--- src/sv/tfc_pkg.sv ---
// ----------------------------------------------------------------------------
// tfc_pkg: shared types and constants of the tracker frame checker
// Field widths, report codes, header offsets, the queue entry type and
// the table-form CRC-16/ARC step.
// ----------------------------------------------------------------------------
package tfc_pkg;

    localparam int BYTE_W    = 8;
    localparam int WORD_W    = 32;
    localparam int DECL_W    = 33;
    localparam int CRC_W     = 16;
    localparam int KIND_W    = 2;
    localparam int STAT_W    = 2;
    localparam int LANE_W    = 2;
    localparam int TAIL_N    = 4;
    localparam int CFG_IDX_W = 1;

    localparam logic [CRC_W-1:0] CRC_POLY = 16'hA001;

    // Header layout in byte offsets.
    localparam int PRE_END        = 4;
    localparam int LEN_END        = 8;
    localparam int FRAME_START    = 12;
    localparam int FRAME_END      = 16;
    localparam int SENS_START     = 20;
    localparam int SENS_END       = 24;
    localparam int CRC_START      = 4;
    localparam int MIN_FRAME_BYTES = 8;
    localparam logic [DECL_W-1:0] LENGTH_BIAS = 33'd8;

    localparam logic [KIND_W-1:0] KIND_PNO     = 2'd0;
    localparam logic [KIND_W-1:0] KIND_CMD     = 2'd1;
    localparam logic [KIND_W-1:0] KIND_UNKNOWN = 2'd2;

    localparam logic [STAT_W-1:0] STAT_OK     = 2'd0;
    localparam logic [STAT_W-1:0] STAT_LENGTH = 2'd1;
    localparam logic [STAT_W-1:0] STAT_CRC    = 2'd2;

    localparam logic [CFG_IDX_W-1:0] CFG_PNO_PREAMBLE = 1'b0;
    localparam logic [CFG_IDX_W-1:0] CFG_CMD_PREAMBLE = 1'b1;

    typedef enum logic [2:0] {
        FLD_NONE,
        FLD_PREAMBLE,
        FLD_LENGTH,
        FLD_FRAME,
        FLD_SENSORS
    } t_field;

    // One classified byte on its way from the front to the back.
    typedef struct packed {
        logic [BYTE_W-1:0] data;
        logic              last;
        t_field            field;
        logic [LANE_W-1:0] lane;
        logic              crc_en;
    } t_entry;

    // Entry of the 256-word reflected CRC table; a constant function of idx.
    function automatic logic [CRC_W-1:0] crc_table_entry(input logic [BYTE_W-1:0] idx);
        logic [CRC_W-1:0] c;
        c = {8'h00, idx};
        for (int k = 0; k < BYTE_W; k++) begin
            if (c[0]) begin
                c = (c >> 1) ^ CRC_POLY;
            end else begin
                c = c >> 1;
            end
        end
        return c;
    endfunction

    function automatic logic [CRC_W-1:0] crc_arc_byte(input logic [CRC_W-1:0] crc,
                                                     input logic [BYTE_W-1:0] b);
        logic [CRC_W-1:0] t;
        t = crc_table_entry(crc[BYTE_W-1:0] ^ b);
        return {8'h00, crc[CRC_W-1:BYTE_W]} ^ t;
    endfunction

endpackage

--- src/sv/tfc_queue.sv ---
// ----------------------------------------------------------------------------
// tfc_queue: two-entry queue between front and back
// Decouples the byte intake from the checking side so that each can stall
// on its own; push and pop may happen in the same cycle.
// ----------------------------------------------------------------------------
module tfc_queue #(
    parameter int W = 8
) (
    input  logic         i_clk,
    input  logic         i_rst_n,
    input  logic         i_push,
    input  logic [W-1:0] i_push_data,
    output logic         o_full,
    input  logic         i_pop,
    output logic         o_valid,
    output logic [W-1:0] o_data
);
    localparam int DEPTH = 2;
    localparam int PTR_W = $clog2(DEPTH);
    localparam int FILL_W = $clog2(DEPTH + 1);

    logic [W-1:0]      r_mem [DEPTH];
    logic [PTR_W-1:0]  r_wr, n_wr;
    logic [PTR_W-1:0]  r_rd, n_rd;
    logic [FILL_W-1:0] r_fill, n_fill;

    assign o_full  = (r_fill == FILL_W'(DEPTH));
    assign o_valid = (r_fill != '0);
    assign o_data  = r_mem[r_rd];

    always_comb begin
        n_wr   = i_push ? r_wr + 1'b1 : r_wr;
        n_rd   = i_pop ? r_rd + 1'b1 : r_rd;
        n_fill = r_fill;
        if (i_push && !i_pop) begin
            n_fill = r_fill + 1'b1;
        end else if (!i_push && i_pop) begin
            n_fill = r_fill - 1'b1;
        end
    end

    always_ff @(posedge i_clk) begin
        if (!i_rst_n) begin
            r_wr   <= '0;
            r_rd   <= '0;
            r_fill <= '0;
        end else begin
            r_wr   <= n_wr;
            r_rd   <= n_rd;
            r_fill <= n_fill;
        end
    end

    always_ff @(posedge i_clk) begin
        if (i_push) begin
            r_mem[r_wr] <= i_push_data;
        end
    end

endmodule

--- src/sv/tfc_front.sv ---
// ----------------------------------------------------------------------------
// tfc_front: byte intake and classification
// Counts the bytes of a transfer and tags each byte with the header word
// and lane it belongs to and whether it feeds the CRC.
// ----------------------------------------------------------------------------
module tfc_front #(
    parameter int MAX_TRANSFER_BYTES = 1024
) (
    input  logic                                  i_clk,
    input  logic                                  i_rst_n,
    input  logic                                  i_in_valid,
    input  logic [tfc_pkg::BYTE_W-1:0]            i_data_byte,
    input  logic                                  i_last_byte,
    input  logic                                  i_q_full,
    output logic                                  o_in_stall,
    output logic                                  o_push,
    output tfc_pkg::t_entry                       o_entry,
    output logic [$clog2(MAX_TRANSFER_BYTES+2)-1:0] o_count
);
    import tfc_pkg::*;

    localparam int CNT_W = $clog2(MAX_TRANSFER_BYTES + 2);

    logic [CNT_W-1:0] r_count, n_count;
    logic [CNT_W-1:0] count_inc;

    assign o_in_stall = i_q_full;
    assign o_push     = i_in_valid && !i_q_full;

    // The count stops one past the maximum so that an overrun stays visible.
    assign count_inc = (r_count <= CNT_W'(MAX_TRANSFER_BYTES)) ? r_count + 1'b1 : r_count;
    assign o_count   = count_inc;

    always_comb begin
        o_entry.data   = i_data_byte;
        o_entry.last   = i_last_byte;
        o_entry.lane   = r_count[LANE_W-1:0];
        o_entry.crc_en = (r_count >= CNT_W'(CRC_START));
        if (r_count < CNT_W'(PRE_END)) begin
            o_entry.field = FLD_PREAMBLE;
        end else if (r_count < CNT_W'(LEN_END)) begin
            o_entry.field = FLD_LENGTH;
        end else if (r_count >= CNT_W'(FRAME_START) && r_count < CNT_W'(FRAME_END)) begin
            o_entry.field = FLD_FRAME;
        end else if (r_count >= CNT_W'(SENS_START) && r_count < CNT_W'(SENS_END)) begin
            o_entry.field = FLD_SENSORS;
        end else begin
            o_entry.field = FLD_NONE;
        end

        n_count = r_count;
        if (o_push) begin
            n_count = i_last_byte ? '0 : count_inc;
        end
    end

    always_ff @(posedge i_clk) begin
        if (!i_rst_n) begin
            r_count <= '0;
        end else begin
            r_count <= n_count;
        end
    end

endmodule

--- src/sv/tfc_back.sv ---
// ----------------------------------------------------------------------------
// tfc_back: header capture, CRC and report
// Assembles the header words, runs the tail delay line into the CRC and,
// on the last byte, loads the checked report into the output register.
// ----------------------------------------------------------------------------
module tfc_back #(
    parameter int MAX_TRANSFER_BYTES = 1024
) (
    input  logic                                    i_clk,
    input  logic                                    i_rst_n,
    input  logic                                    i_q_valid,
    input  tfc_pkg::t_entry                         i_entry,
    input  logic [$clog2(MAX_TRANSFER_BYTES+2)-1:0] i_count,
    output logic                                    o_pop,
    input  logic [tfc_pkg::WORD_W-1:0]              i_pno_preamble,
    input  logic [tfc_pkg::WORD_W-1:0]              i_cmd_preamble,
    output logic                                    o_out_valid,
    input  logic                                    i_out_stall,
    output logic [tfc_pkg::KIND_W-1:0]              o_frame_kind,
    output logic [tfc_pkg::STAT_W-1:0]              o_check_status,
    output logic [$clog2(MAX_TRANSFER_BYTES+1)-1:0] o_byte_count,
    output logic [tfc_pkg::DECL_W-1:0]              o_declared_length,
    output logic [tfc_pkg::WORD_W-1:0]              o_frame_number,
    output logic [tfc_pkg::WORD_W-1:0]              o_sensor_count,
    output logic [tfc_pkg::CRC_W-1:0]               o_computed_crc,
    output logic [tfc_pkg::WORD_W-1:0]              o_carried_crc
);
    import tfc_pkg::*;

    localparam int CNT_W = $clog2(MAX_TRANSFER_BYTES + 2);
    localparam int BC_W  = $clog2(MAX_TRANSFER_BYTES + 1);

    logic [WORD_W-1:0]             r_pre, n_pre, u_pre;
    logic [WORD_W-1:0]             r_len, n_len, u_len;
    logic [WORD_W-1:0]             r_frame, n_frame, u_frame;
    logic [WORD_W-1:0]             r_sens, n_sens, u_sens;
    logic [CRC_W-1:0]              r_crc, n_crc, u_crc;
    logic [TAIL_N-1:0][BYTE_W-1:0] r_tail, n_tail, u_tail;
    logic                          r_out_valid, n_out_valid;
    logic                          finish;

    logic [KIND_W-1:0] rep_kind;
    logic [STAT_W-1:0] rep_status;
    logic [BC_W-1:0]   rep_count;
    logic [DECL_W-1:0] rep_declared;
    logic              overrun;

    // A last byte waits until the output register is free or being emptied.
    assign o_pop  = i_q_valid && (!i_entry.last || !r_out_valid || !i_out_stall);
    assign finish = o_pop && i_entry.last;
    assign o_out_valid = r_out_valid;

    always_comb begin
        u_pre   = r_pre;
        u_len   = r_len;
        u_frame = r_frame;
        u_sens  = r_sens;
        u_crc   = r_crc;
        u_tail  = r_tail;
        if (o_pop) begin
            case (i_entry.field)
                FLD_PREAMBLE: u_pre[i_entry.lane*BYTE_W +: BYTE_W]   = i_entry.data;
                FLD_LENGTH:   u_len[i_entry.lane*BYTE_W +: BYTE_W]   = i_entry.data;
                FLD_FRAME:    u_frame[i_entry.lane*BYTE_W +: BYTE_W] = i_entry.data;
                FLD_SENSORS:  u_sens[i_entry.lane*BYTE_W +: BYTE_W]  = i_entry.data;
                default: ;
            endcase
            // The byte leaving the delay line is the one that enters the CRC.
            if (i_entry.crc_en) begin
                u_crc = crc_arc_byte(r_crc, r_tail[0]);
            end
            u_tail = {i_entry.data, r_tail[TAIL_N-1:1]};
        end

        overrun      = (i_count > CNT_W'(MAX_TRANSFER_BYTES));
        rep_count    = overrun ? BC_W'(MAX_TRANSFER_BYTES) : i_count[BC_W-1:0];
        rep_declared = {1'b0, u_len} + LENGTH_BIAS;

        if (i_count < CNT_W'(MIN_FRAME_BYTES)) begin
            rep_kind = KIND_UNKNOWN;
        end else if (u_pre == i_pno_preamble) begin
            rep_kind = KIND_PNO;
        end else if (u_pre == i_cmd_preamble) begin
            rep_kind = KIND_CMD;
        end else begin
            rep_kind = KIND_UNKNOWN;
        end

        if (rep_kind == KIND_UNKNOWN) begin
            rep_status = STAT_OK;
        end else if (overrun || rep_declared != DECL_W'(i_count)) begin
            rep_status = STAT_LENGTH;
        end else if (u_tail != {16'h0000, u_crc}) begin
            rep_status = STAT_CRC;
        end else begin
            rep_status = STAT_OK;
        end

        // The transfer state starts over after each last byte.
        if (finish) begin
            n_pre   = '0;
            n_len   = '0;
            n_frame = '0;
            n_sens  = '0;
            n_crc   = '0;
            n_tail  = '0;
        end else begin
            n_pre   = u_pre;
            n_len   = u_len;
            n_frame = u_frame;
            n_sens  = u_sens;
            n_crc   = u_crc;
            n_tail  = u_tail;
        end

        if (finish) begin
            n_out_valid = 1'b1;
        end else if (!i_out_stall) begin
            n_out_valid = 1'b0;
        end else begin
            n_out_valid = r_out_valid;
        end
    end

    always_ff @(posedge i_clk) begin
        if (!i_rst_n) begin
            r_pre       <= '0;
            r_len       <= '0;
            r_frame     <= '0;
            r_sens      <= '0;
            r_crc       <= '0;
            r_tail      <= '0;
            r_out_valid <= 1'b0;
        end else begin
            r_pre       <= n_pre;
            r_len       <= n_len;
            r_frame     <= n_frame;
            r_sens      <= n_sens;
            r_crc       <= n_crc;
            r_tail      <= n_tail;
            r_out_valid <= n_out_valid;
        end
    end

    always_ff @(posedge i_clk) begin
        if (finish) begin
            o_frame_kind      <= rep_kind;
            o_check_status    <= rep_status;
            o_byte_count      <= rep_count;
            o_declared_length <= rep_declared;
            o_frame_number    <= u_frame;
            o_sensor_count    <= u_sens;
            o_computed_crc    <= u_crc;
            o_carried_crc     <= u_tail;
        end
    end

endmodule

--- src/sv/tracker_frame_checker_core.sv ---
// ----------------------------------------------------------------------------
// tracker_frame_checker_core: framing, length and CRC check of a transfer
// Bytes of one bulk transfer enter on the input channel (i_in_valid,
// o_in_stall), one per cycle, with i_last_byte set on the final byte.
// A transfer takes place at an edge with valid high and stall low.
// The front counts and classifies bytes and hands them through a
// two-entry queue to the back, which assembles the header words and runs
// CRC-16/ARC (one table lookup per byte) over all but the last four bytes.
// A transfer's single report is registered onto o_out_valid when its last
// byte is popped. If the receiver holds i_out_stall, the report stays in
// the output register, the back keeps working on following non-last bytes,
// and only the next last byte waits; the queue then fills and o_in_stall
// rises. Preamble registers are written on the configuration channel
// (i_cfg_valid, o_cfg_ready, always ready); the user must write them only
// while no transfer is in flight; the block does not enforce it.
// Synchronous reset clears the preambles, the queue and the transfer state.
// ----------------------------------------------------------------------------
module tracker_frame_checker_core #(
    parameter int MAX_TRANSFER_BYTES = 1024
) (
    input  logic                                    i_clk,
    input  logic                                    i_rst_n,
    input  logic                                    i_in_valid,
    output logic                                    o_in_stall,
    input  logic [tfc_pkg::BYTE_W-1:0]              i_data_byte,
    input  logic                                    i_last_byte,
    output logic                                    o_out_valid,
    input  logic                                    i_out_stall,
    output logic [tfc_pkg::KIND_W-1:0]              o_frame_kind,
    output logic [tfc_pkg::STAT_W-1:0]              o_check_status,
    output logic [$clog2(MAX_TRANSFER_BYTES+1)-1:0] o_byte_count,
    output logic [tfc_pkg::DECL_W-1:0]              o_declared_length,
    output logic [tfc_pkg::WORD_W-1:0]              o_frame_number,
    output logic [tfc_pkg::WORD_W-1:0]              o_sensor_count,
    output logic [tfc_pkg::CRC_W-1:0]               o_computed_crc,
    output logic [tfc_pkg::WORD_W-1:0]              o_carried_crc,
    input  logic                                    i_cfg_valid,
    output logic                                    o_cfg_ready,
    input  logic [tfc_pkg::CFG_IDX_W-1:0]           i_cfg_index,
    input  logic [tfc_pkg::WORD_W-1:0]              i_cfg_data
);
    import tfc_pkg::*;

    localparam int CNT_W = $clog2(MAX_TRANSFER_BYTES + 2);
    localparam int ENT_W = $bits(t_entry);
    localparam int Q_W   = ENT_W + CNT_W;

    logic [WORD_W-1:0] r_pno_preamble;
    logic [WORD_W-1:0] r_cmd_preamble;

    logic             push;
    logic             q_full;
    logic             q_valid;
    logic             pop;
    t_entry           front_entry;
    t_entry           back_entry;
    logic [CNT_W-1:0] front_count;
    logic [CNT_W-1:0] back_count;
    logic [Q_W-1:0]   q_out;

    assign o_cfg_ready = 1'b1;

    always_ff @(posedge i_clk) begin
        if (!i_rst_n) begin
            r_pno_preamble <= '0;
            r_cmd_preamble <= '0;
        end else if (i_cfg_valid) begin
            case (i_cfg_index)
                CFG_PNO_PREAMBLE: r_pno_preamble <= i_cfg_data;
                CFG_CMD_PREAMBLE: r_cmd_preamble <= i_cfg_data;
                default: ;
            endcase
        end
    end

    tfc_front #(
        .MAX_TRANSFER_BYTES(MAX_TRANSFER_BYTES)
    ) u_front (
        .i_clk       (i_clk),
        .i_rst_n     (i_rst_n),
        .i_in_valid  (i_in_valid),
        .i_data_byte (i_data_byte),
        .i_last_byte (i_last_byte),
        .i_q_full    (q_full),
        .o_in_stall  (o_in_stall),
        .o_push      (push),
        .o_entry     (front_entry),
        .o_count     (front_count)
    );

    tfc_queue #(
        .W(Q_W)
    ) u_queue (
        .i_clk       (i_clk),
        .i_rst_n     (i_rst_n),
        .i_push      (push),
        .i_push_data ({front_count, front_entry}),
        .o_full      (q_full),
        .i_pop       (pop),
        .o_valid     (q_valid),
        .o_data      (q_out)
    );

    assign back_entry = t_entry'(q_out[ENT_W-1:0]);
    assign back_count = q_out[Q_W-1:ENT_W];

    tfc_back #(
        .MAX_TRANSFER_BYTES(MAX_TRANSFER_BYTES)
    ) u_back (
        .i_clk             (i_clk),
        .i_rst_n           (i_rst_n),
        .i_q_valid         (q_valid),
        .i_entry           (back_entry),
        .i_count           (back_count),
        .o_pop             (pop),
        .i_pno_preamble    (r_pno_preamble),
        .i_cmd_preamble    (r_cmd_preamble),
        .o_out_valid       (o_out_valid),
        .i_out_stall       (i_out_stall),
        .o_frame_kind      (o_frame_kind),
        .o_check_status    (o_check_status),
        .o_byte_count      (o_byte_count),
        .o_declared_length (o_declared_length),
        .o_frame_number    (o_frame_number),
        .o_sensor_count    (o_sensor_count),
        .o_computed_crc    (o_computed_crc),
        .o_carried_crc     (o_carried_crc)
    );

endmodule

--- config.mk ---
export PLATFORM = sky130hd
export DESIGN_NAME = tracker_frame_checker_core
export DESIGN_NICKNAME = d
export VERILOG_FILES = /design/src/sv/tfc_pkg.sv /design/src/sv/tfc_queue.sv /design/src/sv/tfc_front.sv /design/src/sv/tfc_back.sv /design/src/sv/tracker_frame_checker_core.sv
export SDC_FILE = /design/constraint.sdc
export NUM_CORES = 1
export LEC_CHECK = 0
export BUFFER_PORTS_ARGS = -buffer_cell sky130_fd_sc_hd__buf_2
export CORE_ASPECT_RATIO = 2
export CORE_MARGIN = 2
export CORE_UTILIZATION = 45
export CTS_BUF_LIST = sky130_fd_sc_hd__clkbuf_4
export DETAILED_ROUTE_END_ITERATION = 16
export SLEW_MARGIN = 20
export SYNTH_ARGS = -nofsm -noshare
export SYNTH_HDL_FRONTEND = slang
export SYNTH_SLANG_ARGS = --single-unit
--- constraint.sdc ---
create_clock -name i_clk -period 6.9 [get_ports i_clk]
set_clock_uncertainty 0.15 [all_clocks]
set_input_delay 1.38 -clock i_clk [delete_from_list [all_inputs] [get_ports i_clk]]
set_output_delay 1.38 -clock i_clk [all_outputs]
set_load 0.1 [all_outputs]
After elaboration in Yosys (flattened, before gate mapping)
Memory sizes are Yosys's and may differ from the RTL's. A register that Yosys moved wholly into a read port is not among the register bits.
Cells that the tools add are included.
Word-level totals
  output and inout bits: 163
  memory bits (writable): 52
  memories: 1
  register bits after elaboration: 416
  word-level logic and storage cells: 148
Memory list
  u_queue.r_mem: words 2, width 26, rd ports 1, clocked after memory_dff 1, write ports 1, line tfc_queue.sv:22  | logic [W-1:0] r_mem [DEPTH];
Operators by class
  magnitude comparators: 10
  multiplexer cells: 58
  shift operators: 2
  bitwise logic cells: 12
  reductions and logical operators: 22
  equality and inequality tests: 11
  add/subtract/negate cells: 7
Operators by type and width (number)
  2-to-1 mux 16 bit: 26
  2-to-1 mux 32 bit: 9
  bitwise mux 32 bit: 4
  == test 32 bit: 2
  negator 5 -> 34 bit: 1
  variable shift 8 x 34 -> 32 bit, first input constant: 1
  variable part select 8 x 34 -> 32 bit: 1
  adder 32 x 4 -> 33 bit, second input constant: 1
  != test 33 x 11 -> 1 bit: 1
  != test 32 x 16 -> 1 bit: 1
  less-than comparator 11 x 4 -> 1 bit, second input constant: 2
  less-than comparator 11 x 5 -> 1 bit, second input constant: 2
  2-to-1 mux 11 bit: 2
  inverter 2 -> 3 bit: 7
  XOR 8 x 16 -> 16 bit: 1
  2-to-1 mux 2 bit: 6
  2-to-1 mux 3 bit: 4
  adder 11 x 1 -> 11 bit, second input constant: 1
  >= comparator 11 x 3 -> 1 bit, second input constant: 1
  >= comparator 11 x 4 -> 1 bit, second input constant: 1
  >= comparator 11 x 5 -> 1 bit, second input constant: 1
  > comparator 11 bit, second input constant: 1
  <= comparator 11 bit, second input constant: 1
  less-than comparator 11 x 3 -> 1 bit, second input constant: 1
  other kinds (18): 44

Depth between registers and ports, before layout
Gate-level depths: netlist of run 1.
  depth after elaboration: 39
  gate-level depth with buffers: 21
  depth with buffers taken out: 14

By module
Synthesis of run 1 repeated with hierarchy kept, for this count alone.
Unflattened totals
  cell total of the unflattened synthesis: 1781
  area total of the unflattened synthesis: 20026.7 um^2
By module, submodules not included
  tfc_back: area each 14521.4 um^2, sequential area each 8348.0 um^2, cells an instance 1313, times used 1
  tracker_frame_checker_core: area each 2449.8 um^2, sequential area each 1281.2 um^2, cells an instance 247, times used 1
  tfc_queue: area each 2103.3 um^2, sequential area each 1661.6 um^2, cells an instance 103, times used 1
  tfc_front: area each 952.2 um^2, sequential area each 220.2 um^2, cells an instance 118, times used 1

Worst setup path after synthesis of run 1
No wires, ideal clock.
  path type: input to register
  start point: input port i_out_stall
  end point: register u_back.o_byte_count[0] (enable)
  cell stages on the path: 6
  data arrival time: 5470 ps
  path slack: 768 ps
  data required time: 6238 ps
  cells stage by stage: and2_1 -> a21oi_2 -> buf_4 -> buf_2 -> nand2_1 -> inv_1
On the way
  longest elaborated chain between the ends: 4
RTL lines
  from (decl): line tracker_frame_checker_core.sv:28  | input logic i_out_stall,
  zero test 1 bit: line tfc_back.sv:49  | assign o_pop = i_q_valid && (!i_entry.last || !r_out_valid || !i_out_stall);
  logical OR 1 bit: line tfc_back.sv:49
  logical AND 1 bit: line tfc_back.sv:49
  logical AND 1 bit: line tfc_back.sv:50  | assign finish = o_pop && i_entry.last;
  via u_back.finish: line tfc_back.sv:40  | logic finish;
  to (signal assigned): line tfc_back.sv:149  | o_byte_count <= rep_count;
  to (decl): line tfc_back.sv:21  | output logic [$clog2(MAX_TRANSFER_BYTES+1)-1:0] o_byte_count,
The timed path passes the listed nets, and every way through them passes these cells.
A chain may end at the register's enable or synchronous reset.

==> results of run 1 <==
-- stage by stage --
step           setup slack (ns)  hold slack, ns  instances
2_1_floorplan            0.7676          0.3053       1965
3_3_place_gp              1.294          0.3218       2675
3_5_place_dp              1.289          0.3293       2675
4_1_cts                   1.294          0.3387       2868
5_1_grt                  0.9658          0.3627       2869
6_report                  1.154          0.3361       2870
-- worst paths after layout --
kind                      startpoint                        to  slack [ns]  cells past startpoint
hold reg to reg   r_pno_preamble[24]        r_pno_preamble[24]        0.34                      2
hold / removal    r_pno_preamble[24]        r_pno_preamble[24]        0.34                      2
setup reg to reg            register  u_back.o_check_status[1]        1.15                     13
setup / recovery            register  u_back.o_check_status[1]        1.15                     13
-- final cells by class --
| cell class | count | area (um2) | area share |
|---|---|---|---|
| multi-input cells | 1339 | 8225 | 0.3517 |
| diodes | 2 | 5.005 | 0.0002140 |
| repair buffers | 238 | 1291 | 0.05521 |
| inverters | 69 | 264.0 | 0.01129 |
| flip-flops and latches | 469 | 11510 | 0.4923 |
| clock inverters | 34 | 193.9 | 0.008293 |
| well taps | 560 | 700.7 | 0.02996 |
| clock buffers | 159 | 1194 | 0.05104 |
-- where the power goes --
part	total [uW]	internal (uW)	switching, uW	leakage (uW)
clock network	2210	1130	1080	0.000813
logic	4040	655	3380	0.00411
registers	3610	3430	181	0.00409
-- metal layers --
layer | global-route usage | vias up | share of wire
met5 | 0 | - | 0
met4 | 0.1856 | 0 | 0.071
met3 | 0.04721 | 181 | 0.048
met2 | 0.4913 | 555 | 0.52
met1 | 0.2685 | 7526 | 0.36
li1 | - | 7464 | -
-- cells in the mapped netlist (3+ instances only) --
library cell / count
ha_1: 9
mux2_2: 18
nand2b_1: 9
mux2i_1: 85
o31ai_1: 3
a31oi_1: 10
or2_2: 4
a22oi_1: 17
nand2_1: 293
xor2_1: 30
dfxtp_1: 257
o211ai_1: 4
o21ai_1: 3
nor3_1: 30
inv_1: 68
edfxtp_1: 212
nor2_1: 186
clkbuf_1: 61
o21ai_0: 86
nor2b_1: 86
o2111ai_1: 5
buf_2: 9
o22ai_1: 9
nand3b_1: 11
nand3_1: 43
or4_1: 4
and2_1: 13
a311oi_1: 3
a211oi_1: 7
o221ai_1: 5
and3_1: 13
and4_1: 3
nor4_2: 3
nor4_1: 24
nand4_1: 20
o41ai_1: 3
xnor2_1: 98
a22o_1: 16
a21boi_0: 71
o21a_1: 4
a21oi_1: 51
buf_1: 11
buf_4: 5
nor3b_1: 4
-- logic make-up after synthesis --
kind of cell	after synthesis	share of synthesized area
AOI/OAI and AO/OA	325	0.1065
xor gates and xnor gates	129	0.05627
other	1	0.0001845
muxes	105	0.05307
adders and majority gates	9	0.005541
and+or+nand+nor	770	0.1808
buffers and inverters	157	0.03121
DFF	469	0.5664
-- worst reg2reg max path: stages, from the launching register on --
cell and delay (ns):
dfxtp_2 0.35, mux2i_1 0.51, ha_1 0.58, inv_1 0.21, nor4_2 0.87, nand3_1 0.35
nand2_1 0.23, ha_1 0.22, o21ai_1 0.25, nor4b_2 0.76, o21ai_0 0.19, a22oi_1 0.34
nand4_1 0.22, a311oi_1 0.32
==> results.toml, run 1 <==
[outcome]
status = "finished clean"

[grt]
antenna_found_initial = 1
grt_first_pass_wirelength_um = 94160
grt_max_degree = 103
grt_use_total = 0.2667
globalRouteOverflowTotal = 0
grt_pass1_vias = 16010

[flow_run]
cap_violations = 0

[yosys]
yosys.area.top_type_share = 0.3133
ys_warn_count = 0
synthArstFlopShare = 0
synth.ff_latch_count = 469
synth_area_leader_cell = "edfxtp_1"
synth_cell_types = 88
synth.top_cells.by_area = "edfxtp_1, dfxtp_1, nand2_1"
synth_nets = 2021
ys_seq_area_frac = 0.5664
syn-cell-area_um2 = 20320
syn_area_per_cell_um2 = 10.34
synth_edf_count = 212
synth_cells = 1965
ys.flop_type = "dfxtp_1"

[routing]
drt_iter0_drc = 1043
drc = 0
vias = 15730
drtAntennaViolNets = 0
via_per_inst = 5.479
routed_wl_um = 62890
wl_per_cell_um = 21.91
dr.pass1.iters = 5

[clock_network]
clock_path_buffers = 3
cts_tree = "built"
cts_hold_buf = 0
cts_buffers = 103
clk_pin_slew_ns = 0.07
clock_latency_ns = 0.88
cts_setup_buffers = 0
cts_resized = 0
clkSinkCount = 469
cts-root-buf = "clkbuf_4"
cts.htree.levels = 3

[finish]
fillerInstances = 4232
largest_register = "u_queue.r_mem"
final_area_um2 = 23390
drive_above_1_share = 0.1989
postLayoutCoreUtil = 0.5212
largest_reg_flops = 52
nets = 2276
layout_commonest_cell = "nand2_1"
reg.largest.list = "u_queue.r_mem (52), u_back.o_declared_length (33)"
final_cell_mix = "nand2_1, dfxtp_1, edfxtp_1, buf_2, nor2_1"
syn2layout_area_growth_pct = 15.08

[floorplan]
die_w_um = 154.3
rows = 110
dieArea_um2 = 46980
io_pins = 210
core_area_um2 = 44870
start_util = 0.4529
die_height_um = 304.5

[setup_path]
cpPeakStageDelay_ns = 0.87
cpMaxStageDelayCell = "nor4_2"
worst-setup-path-type = "reg -> reg"
cp_num_buf_inv = 1
cpMostUsedCell = "ha_1"
worstPathMaxFanout = 11
start_kind = "register"
end_kind = "register"
critPathTopFamily = "simple AND/OR/NAND/NOR gates"
critPathArrivalTime_ns = 6.26
cp_data_required_time_ns = 7.41
crit_chain = "mux2i_1 -> ha_1 -> inv_1 -> nor4_2 -> nand3_1 -> nand2_1 -> ha_1 -> o21ai_1 -> nor4b_2 -> o21ai_0 -> a22oi_1 -> nand4_1 -> a311oi_1"

[sta]
tns_ns = 0
max-slew-margin-rel = 0.1716
maxSlewViolCount = 0
finalHoldViolCount = 0
fin_crit_ns = 5.746
rsz0062_at_grt = "false"
fin_crit_sh = 0.8328
worst_slew_pin_slew_ns = 1.233
setup_viol = 0
fmax_mhz = 174.0

[place]
io_buffers = 208
placed_area_um2 = 21990
gp_congestion = 0.9899
dp_hpwl_um = 47310

[pwr]
peakVddDrop_mv = 0.2396
power_density_nw_per_um2 = 421.7
leakage_uw = 0.009012
power.total_uw = 9862

[hold_path]
hold_path_class = "reg -> reg"
Power figures use the tool's default switching activity.
==> run 2: changes to the inputs <==
--- a/config.mk
+++ b/config.mk
@@ -11,6 +11,7 @@
 export CORE_UTILIZATION = 45
 export CTS_BUF_LIST = sky130_fd_sc_hd__clkbuf_4
 export DETAILED_ROUTE_END_ITERATION = 16
+export PLACE_DENSITY = 0.66
 export SLEW_MARGIN = 20
 export SYNTH_ARGS = -nofsm -noshare
 export SYNTH_HDL_FRONTEND = slang
==> constraint.sdc (replaced) <==
create_clock -name i_clk -period 4.66 [get_ports i_clk]
set_clock_uncertainty 0.15 [all_clocks]
set_input_delay 0.932 -clock i_clk [delete_from_list [all_inputs] [get_ports i_clk]]
set_output_delay 0.932 -clock i_clk [all_outputs]
set_load 0.1 [all_outputs]
==> run 2 against run 1 <==
  * Die area unchanged
  * Largest power group unchanged
  * Final area increased by 4.2%
  * Wire length grew 2.4%
  * Power is 51% higher
==> results.toml, run 2 (same netlist as run 1, synthesis figures left out) <==
[place]
dp_cells = 2787
gp_congestion = 1.040
io_buffers = 208
dp_hpwl_um = 49840
pre_cts_ws_ns = 0.1026

[outcome]
status = "finished clean"

[sta]
tns_ns = 0
finalHoldViolCount = 0
fin_ws_ns = 0.2188
fmax_mhz = 225.2
maxSlewViolCount = 0
rsz0062_at_grt = "false"
worst_slew_pin_slew_ns = 0.9786
max-slew-margin-rel = 0.3289
setup_viol = 0
fin_crit_ns = 4.441
fin_crit_sh = 0.9530

[setup_path]
cpMaxStageDelayCell = "or4_1"
cp.depth = 15
start_kind = "register"
critPathArrivalTime_ns = 4.93
r2r_cells = 15
cpPeakStageDelay_ns = 0.55
cpMostUsedCell = "buf_4"
cp_data_required_time_ns = 5.15
critPathTopFamily = "simple AND/OR/NAND/NOR gates"
worstPathMaxFanout = 8
end_kind = "register"
crit_chain = "mux2i_1 -> buf_4 -> ha_1 -> buf_4 -> nor3b_1 -> buf_4 -> nand2_1 -> nor2_1 -> mux2i_1 -> a221o_1 -> or4_1 -> nor4_1 -> a21oi_1 -> buf_4 -> a311oi_1"
worst-setup-path-type = "reg -> reg"
cp_num_buf_inv = 4

[floorplan]
die_w_um = 154.3
dieArea_um2 = 46980
io_pins = 210
die_height_um = 304.5
start_util = 0.4529
core_area_um2 = 44870
rows = 110

[hold_path]
hold_depth = 1
holdCritStartpoint = "i_data_byte[6]"
hold_path_class = "in -> reg"

[grt]
globalRouteOverflowTotal = 0
grt_max_degree = 110
antenna_found_initial = 1
grt_first_pass_wirelength_um = 95670
grt_pass1_vias = 16600
grt_use_total = 0.2725

[routing]
drc = 0
drt_iter0_drc = 786
vias = 16030
routed_wl_um = 64380
via_per_inst = 5.375
dr.pass1.iters = 5
wl_per_cell_um = 21.59
drtAntennaViolNets = 0

[finish]
nets = 2387
largest_register = "u_queue.r_mem"
drive_above_1_share = 0.2434
fin_cells = 2982
final_cell_mix = "nand2_1, dfxtp_1, edfxtp_1, buf_2, nor2_1"
syn2layout_area_growth_pct = 19.95
reg.largest.list = "u_queue.r_mem (52), u_back.o_declared_length (33)"
layout_commonest_cell = "nand2_1"
fillerInstances = 4125
largest_reg_flops = 52
postLayoutCoreUtil = 0.5433

[clock_network]
clock_path_buffers = 3
cts.htree.levels = 3
cts_resized = 0
clkSinkCount = 469
clk_pin_slew_ns = 0.08
cts_hold_buf = 0
cts_tree = "built"
cts-root-buf = "clkbuf_4"
cts_buffers = 102
cts_setup_buffers = 0
clock_latency_ns = 0.85

[pwr]
p_int_uw = 7994
clock_power_share = 0.225
power.total_uw = 14920
peakVddDrop_mv = 0.3603
leakage_uw = 0.009617
comb_power_share = 0.416
power_density_nw_per_um2 = 611.9
swShare = 0.4641
power.switching_uw = 6923
seq_power_share = 0.359

[flow_run]
cap_violations = 0
run 2: cell types whose count changed in the layout (fill, tap and decap cells not counted), moves of 3 or more:
cell      previous run  this run
buf_4               28       136
clkinv_2             2        10
clkinv_1            26        19
buf_12               2         6
nor4_2               3         6
run 2: final timing paths:
kind / to / slack, ns
max: u_back.o_check_status[1] / 0.22
min: u_queue.r_mem[0][13] / 0.15
max reg2reg: u_back.o_check_status[1] / 0.22
min reg2reg: r_pno_preamble[30] / 0.33
run 2: worst register-to-register path: cells and delay by family (launching register included):
kind	cells	cell delay, ns
adder cells (fa/ha/maj)	1	0.28
buffers and inverters	4	0.75
multiplexers	2	0.38
AO/OA/AOI/OAI	3	0.67
AND/OR/NAND/NOR	5	1.67
flip-flops	1	0.35
run 2: layer usage:
| metal | wire length, um | vias to the layer above | part of all wire | GRT usage |
|---|---|---|---|---|
| met1 | 22010 | 7621 | 0.34 | 0.2582 |
| met4 | 4955 | 0 | 0.077 | 0.2007 |
| li1 | - | 7684 | - | - |
| met2 | 34610 | 544 | 0.54 | 0.5147 |
| met5 | 0 | - | 0 | 0 |
| met3 | 2801 | 179 | 0.044 | 0.04820 |
run 2: area by class of cell:
cell class | instances | area (um2) | area share
Inverter | 69 | 262.8 | 0.01078
Clock inverter | 36 | 261.5 | 0.01073
Clock buffer | 157 | 1179 | 0.04835
Sequential cell | 469 | 11510 | 0.4723
Antenna cell | 2 | 5.005 | 0.0002053
Multi-Input combinational cell | 1339 | 8273 | 0.3394
Timing Repair Buffer | 350 | 2182 | 0.08951
Tap cell | 560 | 700.7 | 0.02874
run 2: power groups by stage:
stage	Clock [uW]	Combinational (uW)	Sequential, uW
5_1_grt	3640	6400	5400
6_report	3360	6210	5350
2_1_floorplan	0	1660	8410
3_3_place_gp	0	6150	5430
3_5_place_dp	0	6180	5450
4_1_cts	3440	6190	5360
run 2: through the flow:
step                      cell area (um2)  hold WS (ns)
after floorplan                     20360        0.3053
after global placement              22890        0.3190
after detailed placement            22900        0.3231
after CTS                           24340        0.1015
after global routing                24370        0.1192
final                               24380        0.1476
